### config.mk
export PLATFORM = sky130hd
export DESIGN_NAME = dolm_cfg
export DESIGN_NICKNAME = d
export VERILOG_FILES = /design/src/hdl/dolm_pkg.sv /design/src/hdl/dolm_cfg.sv
export SDC_FILE = /design/constraint.sdc
export NUM_CORES = 1
export LEC_CHECK = 0
export BUFFER_PORTS_ARGS = -buffer_cell sky130_fd_sc_hd__buf_2
export CAP_MARGIN = 10
export CELL_PAD_IN_SITES_DETAIL_PLACEMENT = 0
export CELL_PAD_IN_SITES_GLOBAL_PLACEMENT = 1
export CORE_ASPECT_RATIO = 1.25
export CORE_MARGIN = 3
export CORE_UTILIZATION = 18
export CTS_CLUSTER_SIZE = 24
export DETAILED_ROUTE_END_ITERATION = 10
export HOLD_SLACK_MARGIN = 0.02
export PLACE_DENSITY_LB_ADDON = 0.1
export SKIP_CTS_REPAIR_TIMING = 1
export SYNTH_ARGS = -nofsm -noshare
export SYNTH_HDL_FRONTEND = slang
export SYNTH_SLANG_ARGS = --single-unit
export TNS_END_PERCENT = 5
### constraint.sdc
create_clock -name i_clk -period 1.37 [get_ports i_clk]
set_clock_uncertainty 0.1 [all_clocks]
set_input_delay 0.411 -clock i_clk [delete_from_list [all_inputs] [get_ports i_clk]]
set_output_delay 0.411 -clock i_clk [all_outputs]
set_load 0.1 [all_outputs]
### src/hdl/dolm_pkg.sv
// Package: shared constants, payload types and helpers for the device lock manager.
`timescale 1ns / 1ps
package dolm_pkg;

    localparam int MAX_PER_CLASS = 8;
    localparam int QUEUE_DEPTH   = 16;
    localparam int ID_BITS       = 16;

    localparam int SLOTS      = 2 * MAX_PER_CLASS;
    localparam int SLOT_W     = (SLOTS > 1) ? $clog2(SLOTS) : 1;
    localparam int QPTR_W     = $clog2(QUEUE_DEPTH);
    localparam int FILL_W     = $clog2(QUEUE_DEPTH + 1);
    localparam int WAIT_DEPTH = SLOTS * (2 ** QPTR_W);
    localparam int LIM_W      = 5;

    localparam int CNT_W   = 4;
    localparam int APB_AW  = 3;
    localparam int APB_DW  = 32;

    typedef enum logic [0:0] {
        REG_DISK_COUNT    = 1'b0,
        REG_PRINTER_COUNT = 1'b1
    } t_reg_idx;

    typedef enum logic [0:0] {
        KIND_REQUEST = 1'b0,
        KIND_RELEASE = 1'b1
    } t_kind;

    typedef enum logic [2:0] {
        ST_GRANTED    = 3'd0,
        ST_QUEUED     = 3'd1,
        ST_RELEASED   = 3'd2,
        ST_NOT_IN_USE = 3'd3,
        ST_BAD_NUMBER = 3'd4,
        ST_QUEUE_FULL = 3'd5
    } t_status;

    typedef enum logic [1:0] {
        S_IDLE,
        S_DEV,
        S_WAIT
    } t_state;

    typedef struct packed {
        logic        kind;
        logic        device_class;
        logic [3:0]  device_number;
        logic [15:0] process_id;
    } t_in;

    typedef struct packed {
        t_status     status;
        logic [15:0] released_id;
        logic        new_owner_valid;
        logic [15:0] new_owner_id;
    } t_out;

    typedef struct packed {
        logic [CNT_W-1:0] disk_count;
        logic [CNT_W-1:0] printer_count;
    } t_cfg;

    typedef logic [QPTR_W-1:0] t_qptr;

    // One device entry as kept in the device memory.
    typedef struct packed {
        logic               busy;
        logic [ID_BITS-1:0] owner;
        t_qptr              head;
        t_qptr              tail;
        logic [FILL_W-1:0]  fill;
    } t_dev;

    function automatic t_qptr qptr_next(t_qptr p);
        return (p == QPTR_W'(QUEUE_DEPTH - 1)) ? '0 : p + 1'b1;
    endfunction

endpackage

### src/hdl/dolm_cfg.sv
// APB register file for the disk and printer counts.
`timescale 1ns / 1ps
module dolm_cfg
    import dolm_pkg::*;
(
    input  logic              i_clk,
    input  logic              i_rst_n,
    input  logic              psel,
    input  logic              penable,
    input  logic              pwrite,
    input  logic [APB_AW-1:0] paddr,
    input  logic [APB_DW-1:0] pwdata,
    output logic [APB_DW-1:0] prdata,
    output logic              pready,
    output t_cfg              o_cfg
);

    logic [CNT_W-1:0] r_disk_count;
    logic [CNT_W-1:0] r_printer_count;
    logic             wr_en;
    t_reg_idx         reg_idx;

    assign pready  = 1'b1;
    assign wr_en   = psel && penable && pwrite;
    assign reg_idx = t_reg_idx'(paddr[2]);

    always_ff @(posedge i_clk) begin
        if (!i_rst_n) begin
            r_disk_count    <= '0;
            r_printer_count <= '0;
        end else if (wr_en) begin
            case (reg_idx)
                REG_DISK_COUNT:    r_disk_count    <= pwdata[CNT_W-1:0];
                REG_PRINTER_COUNT: r_printer_count <= pwdata[CNT_W-1:0];
                default: ;
            endcase
        end
    end

    always_comb begin
        case (reg_idx)
            REG_DISK_COUNT:    prdata = APB_DW'(r_disk_count);
            REG_PRINTER_COUNT: prdata = APB_DW'(r_printer_count);
            default:           prdata = '0;
        endcase
    end

    assign o_cfg.disk_count    = r_disk_count;
    assign o_cfg.printer_count = r_printer_count;

endmodule

==> impl_metrics.toml, run 1 <==
[synthesis]
synth-edff-count = 0
ys_top_cells_by_area = "buf_4 (38%), dfxtp_1 (28%), mux2i_1 (14%)"
synth_ff_type = "dfxtp_1"
synth_top_cell_by_area = "buf_4"
ys_ff_latch = 8
ys_seq_area_share_pct = 27.6
yosysMostFrequentCell = "buf_4"
synthArstFlopShare_pct = 0
synthesis.area_um2 = 581
synth_top_area_share_pct = 37.5
yosys_warnings = 0
avgSynthCellArea_um2 = 8.67
yosys-top-cells-count = "buf_4 (29), nand2_1 (12), dfxtp_1 (8), mux2i_1 (8), mux2_2 (4)"
netlist_instances = 67
yosysUniqueCellTypes = 10

[global_route]
grt_usage_pct = 6.18
overflow = 0
antenna_found_initial = 0
grt_pass1_vias = 405
grt_max_degree = 13
grt_pass1_wl_mm = 1.85

[drt]
via_per_inst = 3.26
final_antenna_net_count = 0
dr.first_iter.drc_count = 19
first_pass_iters = 4
remaining_drc_errors = 0
wire_per_inst_um = 9.22
routed_wirelength_mm = 1.23
vias = 434

[die]
die_y_um = 69.5
die_area_um2 = 3950
num_rows = 22
die_w_um = 56.8
core_area_um2 = 3000
initial_core_util_pct = 19.3
ioPinCount = 81

[status]
status = "complete, but fails checks"
violations = "negative setup slack"

[setup_path]
path_max_fanout = 6
crit_end = "prdata[2]"
crit_path_end_kind = "output pin"
critPathLaunch = "paddr[2]"
timing.rr.start = "r_disk_count[3]$_SDFFE_PN0P_"
arrival_ps = 1050
rrSetupSlack_ps = 580
regToRegEndpoint = "r_disk_count[3]$_SDFFE_PN0P_"
worstSetupPathType = "primary input to output pin"
r2r_cells = 3
worst_setup_path_start_kind = "primary input"
crit_required_ps = 860

[final_layout]
layout.cells.non_filler = 133
drive_gt1_share_pct = 47.4
n_fill_cell = 335
final_area_um2 = 950
fin_nets = 139
final_core_util_pct = 31.7
n_antenna_cell = 0
area_growth_pct = 63.6

[timing]
setup_viol = 10
fin_tns_setup_ps = -855
fin_crit_sh_pct = 114
layout_setup_ws_ps = -188
hold_slack_ps = 316
clock.fmax_ghz = 0.642
slew_viol_final = 0
rsz0062_at_grt = "true"
hold_viol_final = 0
fin_crit_ps = 1560

[clock_tree]
clock-sinks = 8
cts_root_buf = "clkbuf_4"
cts.path.max_buffers = 2
clk_latency_ps = 250
cts_tree = "done"
cts-buffers-inserted = 3
htree_levels = 1
clk_pin_slew_ps = 60

[min_path]
min_path_type = "primary input to flip-flop"

[placement]
gp_congestion = 0.628
placed_area_um2 = 846
port_buffers = 21
pre_cts_ws_ps = -359
dp.final_hpwl_um = 978
dp_cells = 130

[power_and_ir_drop]
leakage_nw = 0.470
totalPowerFinal_mw = 0.912
p_per_area_nw_per_um2 = 960
irDropWorstVdd_mv = 0.362

[job]
cap_viol_max_count = 0
## worst min-delay path by stage
stage	startpoint	endpoint	slack [ps]	cells past startpoint
after global routing	pwdata[0]	r_printer_count[0]$_SDFFE_PN0P_	320	3
after CTS	pwdata[2]	r_printer_count[2]$_SDFFE_PN0P_	310	3
final	pwdata[0]	r_printer_count[0]$_SDFFE_PN0P_	320	3
after detailed placement	r_disk_count[0]$_SDFFE_PN0P_	r_disk_count[0]$_SDFFE_PN0P_	510	3
after global placement	r_disk_count[3]$_SDFFE_PN0P_	r_disk_count[3]$_SDFFE_PN0P_	500	3
after floorplan	pwdata[0]	r_printer_count[0]$_SDFFE_PN0P_	460	2
## cells in the final DEF, fill, tap and decap left out
cell      netlist  layout
dfxtp_4         0       8
buf_12          0      12
nand2_1        12      12
buf_6           0       5
conb_1          2      29
and4b_1         1       1
buf_4          29       6
clkbuf_4        0       3
buf_2           0       8
mux2i_1         8       8
nand4_1         1       1
mux2_4          0       4
## cell type report
cell class,instances,area (um^2),area share (%)
Timing Repair Buffer,31,382,40.2
Multi-Input combinational cell,55,310,32.7
Sequential cell,8,190,20.0
Tap cell,36,45.0,4.74
Clock buffer,3,22.5,2.37
## worst max-delay path: stages
cell and delay, ps:
buf_4 140, mux2_4 320, buf_12 170
## state kept, by name, indices dropped and copies added, names as in the netlist
name,flops
r_printer_count,4
r_disk_count,4
## logic make-up after synthesis
kind of cell           Yosys count  synth area share (%)
and+or+nand+nor                 14                  10.6
muxes                           12                  21.6
buffers and inverters           31                  39.0
other                            2                  1.29
DFF                              8                  27.6
## routing by layer
metal	GRT usage, %	share of wire, %
met1	7.60	38
met2	9.38	52
met3	0.559	8.6
met4	5.41	1.6
met5	0	0
## report_power, final
part	switching [mW]	internal [mW]	leakage [nW]	total, mW
sequential	0.00295	0.226	0.0710	0.229
combinational	0.435	0.0621	0.385	0.497
clock	0.0853	0.101	0.0138	0.186
(Power assumes the default switching activity.)
==> run 2, diff against run 1 <==
--- a/config.mk
+++ b/config.mk
@@ -10,11 +10,12 @@
 export CELL_PAD_IN_SITES_DETAIL_PLACEMENT = 0
 export CELL_PAD_IN_SITES_GLOBAL_PLACEMENT = 1
 export CORE_ASPECT_RATIO = 1.25
-export CORE_MARGIN = 3
+export CORE_MARGIN = 5
 export CORE_UTILIZATION = 18
 export CTS_CLUSTER_SIZE = 24
 export DETAILED_ROUTE_END_ITERATION = 10
 export HOLD_SLACK_MARGIN = 0.02
+export MAX_ROUTING_LAYER = met4
 export PLACE_DENSITY_LB_ADDON = 0.1
 export SKIP_CTS_REPAIR_TIMING = 1
 export SYNTH_ARGS = -nofsm -noshare
==> run 2 against run 1 <==
The flow still finishes with violations (negative setup slack). First-iteration DRC count is 53% lower. Setup slack better by 33 ps. Global-route usage is 0.34 points higher. Clock power is 53% higher. Critical path depth stayed put. Sequential power hardly changed. Cell area is 2.9% higher. Wire length is 13% higher. Clock-buffer cell count stayed put. Largest cell class unchanged. Highest routed layer unchanged.
==> impl_metrics.toml, run 2 (synthesis gave the netlist of run 1 again) <==
[status]
status = "complete, but fails checks"
violations = "negative setup slack"

[setup_path]
worst_setup_path_start_kind = "primary input"
crit_slowest_cell = "mux2_4"
cpPeakStageDelay_ps = 320
crit_path_end_kind = "output pin"
path_max_fanout = 6
crit_required_ps = 860
worstSetupPathType = "primary input to output pin"
arrival_ps = 1010
cp_cell_sequence = "buf_6 > mux2_4 > buf_12"

[clock_tree]
clock-sinks = 8
cts-buffers-inserted = 3
cts_root_buf = "clkbuf_8"
cts_tree = "done"
clk_latency_ps = 230
cts.path.max_buffers = 2
clk_pin_slew_ps = 40
htree_levels = 1

[drt]
first_pass_iters = 2
remaining_drc_errors = 0
dr.first_iter.drc_count = 9
vias = 443
via_per_inst = 3.31
final_antenna_net_count = 0
wire_per_inst_um = 10.3
routed_wirelength_mm = 1.38

[final_layout]
area_growth_pct = 68.3
largestRegisters = "r_disk_count x4, r_printer_count x4"
layout.cells.non_filler = 134
fin_nets = 139
layout_common_cells = "conb_1 (29), nand2_1 (12), buf_12 (12)"
final_area_um2 = 977
final_common_cell = "conb_1"
n_fill_cell = 350
drive_gt1_share_pct = 47.4
n_antenna_cell = 0

[die]
num_rows = 23
initial_core_util_pct = 18.3
die_y_um = 73.5
ioPinCount = 81
die_area_um2 = 4470
core_area_um2 = 3170
die_w_um = 60.8

[global_route]
overflow = 0
antenna_found_initial = 0
grt_usage_pct = 6.52
grt_max_degree = 13
grt_pass1_wl_mm = 1.99
grt_pass1_vias = 425

[timing]
clock.fmax_ghz = 0.655
slew_viol_final = 0
hold_viol_final = 0
fin_crit_ps = 1530
layout_setup_ws_ps = -156
rsz0062_at_grt = "true"
setup_viol = 4
fin_crit_sh_pct = 111

[power_and_ir_drop]
leakage_nw = 0.480
totalPowerFinal_mw = 1.01
p_per_area_nw_per_um2 = 1040
irDropWorstVdd_mv = 0.335

[placement]
dp_cells = 131
placed_area_um2 = 847
gp_congestion = 0.614
dp.final_hpwl_mm = 1.15
pre_cts_ws_ps = -370
port_buffers = 21

[job]
cap_viol_max_count = 0

[min_path]
min_path_type = "primary input to flip-flop"
[run 2: cell count changes in the layout (fill, tap and decap cells not counted)]
cell      change
buf_4         -2
clkbuf_4      -3
buf_6         +2
clkbuf_8      +3
[run 2: path summary, 6_finish.rpt]
kind / depth (start not counted) / slack [ps] / start / endpoint
worst max-delay path: 3 / -160 / paddr[2] / prdata[3]
worst min-delay path: 3 / 340 / pwdata[1] / r_printer_count[1]$_SDFFE_PN0P_
worst max register to register: 3 / 590 / r_disk_count[1]$_SDFFE_PN0P_ / r_disk_count[1]$_SDFFE_PN0P_
worst min register to register: 3 / 490 / r_printer_count[3]$_SDFFE_PN0P_ / r_printer_count[3]$_SDFFE_PN0P_
[run 2: cell type report]
class	instances	area [um^2]	area share, %
flip-flops and latches	8	190	19.5
repair buffers	31	389	39.8
clock buffers	3	41.3	4.23
well taps	37	46.3	4.74
multi-input cells	55	310	31.8
[run 2: routing by layer]
metal,vias up,share of wire [%],GRT usage [%]
li1,219,-,-
met1,196,34,6.62
met2,24,55,10.3
met3,4,8.0,1.76
met4,0,2.8,5.06
met5,-,0,-
[run 2: where the power goes]
part	total, mW	switching [mW]	leakage [nW]	internal (mW)
clock network	0.285	0.0941	0.0216	0.191
logic	0.500	0.436	0.387	0.0635
registers	0.230	0.00306	0.0710	0.227
[run 2: critical path, delay by kind of cell]
kind	cells	cell delay, ps
buffers and inverters	2	280
multiplexers	1	320
[run 2: metrics by stage]
step           hold WS, ps  TNS (ps)  util (%)
3_3_place_gp           501     -1440      26.8
4_1_cts                340     -1490      28.1
2_1_floorplan          462      -271         -
3_5_place_dp           506     -1450      26.8
6_report               345      -608      30.9
5_1_grt                354      -752      30.9
==> run 3, diff against run 2 <==
--- a/config.mk
+++ b/config.mk
@@ -16,7 +16,7 @@
 export DETAILED_ROUTE_END_ITERATION = 10
 export HOLD_SLACK_MARGIN = 0.02
 export MAX_ROUTING_LAYER = met4
-export PLACE_DENSITY_LB_ADDON = 0.1
+export PLACE_DENSITY = 0.8
 export SKIP_CTS_REPAIR_TIMING = 1
 export SYNTH_ARGS = -nofsm -noshare
 export SYNTH_HDL_FRONTEND = slang
==> run 3 against run 2 <==
Worst hold slack gained 5.6 ps. Power decreased by 0.74%. Combinational power barely moved. Sequential power is essentially flat. Non-clock buffer count down 1. Via count up 7.0%. Largest power group unchanged. Sequential cell count unchanged. The flow still finishes with violations (negative setup slack). First-iteration DRC count up 33%. Die area is the same. Global-route usage is 0.43 points lower. Clock-buffer cell count did not move. Register-to-register slack got worse by 20 ps.
==> impl_metrics.toml, run 3 (synthesis gave the netlist of run 1 again) <==
[die]
die_y_um = 73.5
die_area_um2 = 4470
initial_core_util_pct = 18.3
ioPinCount = 81
die_w_um = 60.8
num_rows = 23
core_area_um2 = 3170

[final_layout]
largestRegisters = "r_disk_count x4, r_printer_count x4"
drive_gt1_share_pct = 46.9
n_antenna_cell = 0
layout.cells.non_filler = 133
layout_common_cells = "conb_1 (29), nand2_1 (12), buf_12 (12)"
area_growth_pct = 67.7
final_common_cell = "conb_1"
n_fill_cell = 344
fin_nets = 138
final_core_util_pct = 30.8

[power_and_ir_drop]
p_per_area_nw_per_um2 = 1030
switching_share_pct = 52.3
comb_power_share_pct = 49.8
clkPwrFrac_pct = 27.3
power_frac_seq_pct = 22.9
leakage_nw = 0.476
irDropWorstVdd_mv = 0.855
p_int_mw = 0.481
totalPowerFinal_mw = 1.01
p_sw_mw = 0.526

[global_route]
grt_pass1_vias = 437
grt_max_degree = 13
antenna_found_initial = 0
grt_pass1_wl_mm = 1.92
grt_usage_pct = 6.09
overflow = 0

[drt]
wire_per_inst_um = 10.7
vias = 474
routed_wirelength_mm = 1.42
first_pass_iters = 4
dr.first_iter.drc_count = 12
final_antenna_net_count = 0
via_per_inst = 3.56
remaining_drc_errors = 0

[timing]
hold_viol_final = 0
layout_setup_ws_ps = -153
fin_crit_ps = 1520
clock.fmax_ghz = 0.657
fin_tns_setup_ps = -589
rsz0062_at_grt = "true"
slew_viol_final = 0
fin_crit_sh_pct = 111
setup_viol = 4

[setup_path]
crit_required_ps = 860
arrival_ps = 1010
cpPeakStageDelay_ps = 310
worst_setup_path_start_kind = "primary input"
rrSetupSlack_ps = 570
crit_slowest_cell = "mux2_4"
path_max_fanout = 6
worstSetupPathType = "primary input to output pin"
crit_path_end_kind = "output pin"
cp_cell_sequence = "buf_8 > mux2_4 > buf_12"

[job]
cap_viol_max_count = 0

[clock_tree]
cts_tree = "done"
clock-sinks = 8
cts-buffers-inserted = 3
cts_root_buf = "clkbuf_8"
clk_pin_slew_ps = 40
clk_latency_ps = 230
cts.path.max_buffers = 2
htree_levels = 1

[min_path]
min_path_type = "primary input to flip-flop"

[status]
violations = "negative setup slack"
status = "complete, but fails checks"

[placement]
gp_congestion = 0.691
port_buffers = 21
dp.final_hpwl_mm = 1.20
dp_cells = 130
-- run 3: area by class of cell --
cell class / count / area [um^2] / share of cell area, %
clock buffers: 3 / 41.3 / 4.24
repair buffers: 30 / 385 / 39.6
multi-input cells: 55 / 310 / 31.9
flip-flops and latches: 8 / 190 / 19.5
well taps: 37 / 46.3 / 4.76
-- run 3: critical path, delay by kind of cell --
family | cells | cell delay (ps)
muxes | 1 | 310
buffers and inverters | 2 | 280
-- run 3: worst paths after layout --
| kind | start | end | cells past startpoint |
|---|---|---|---|
| worst min-delay path | pwdata[3] | r_printer_count[3]$_SDFFE_PN0P_ | 3 |
| worst max-delay path | paddr[2] | prdata[3] | 3 |
| worst min register to register | r_printer_count[3]$_SDFFE_PN0P_ | r_printer_count[3]$_SDFFE_PN0P_ | 3 |
| worst max register to register | r_disk_count[3]$_SDFFE_PN0P_ | r_disk_count[3]$_SDFFE_PN0P_ | 3 |
-- run 3: metrics by stage --
| step | area, um^2 | hold slack, ps | setup WS [ps] |
|---|---|---|---|
| after floorplan | 727 | 462 | -67.9 |
| after global placement | 840 | 501 | -344 |
| after detailed placement | 840 | 504 | -354 |
| after CTS | 881 | 342 | -357 |
| after global routing | 973 | 367 | -175 |
| final | 973 | 350 | -153 |
-- run 3: per-layer routing --
| metal | up-vias | share of wire [%] | track usage [%] |
|---|---|---|---|
| met5 | - | 0 | - |
| met4 | 0 | 1.7 | 1.45 |
| met3 | 2 | 21 | 4.92 |
| met2 | 51 | 44 | 8.80 |
| met1 | 208 | 34 | 6.43 |
| li1 | 213 | - | - |
-- run 3: power by group through the flow --
stage	logic [mW]	registers (mW)	clock network, mW
4_1_cts	0.483	0.229	0.292
5_1_grt	0.514	0.231	0.296
3_3_place_gp	0.480	0.233	0
6_report	0.501	0.230	0.275
2_1_floorplan	0.453	0.272	0
3_5_place_dp	0.482	0.233	0
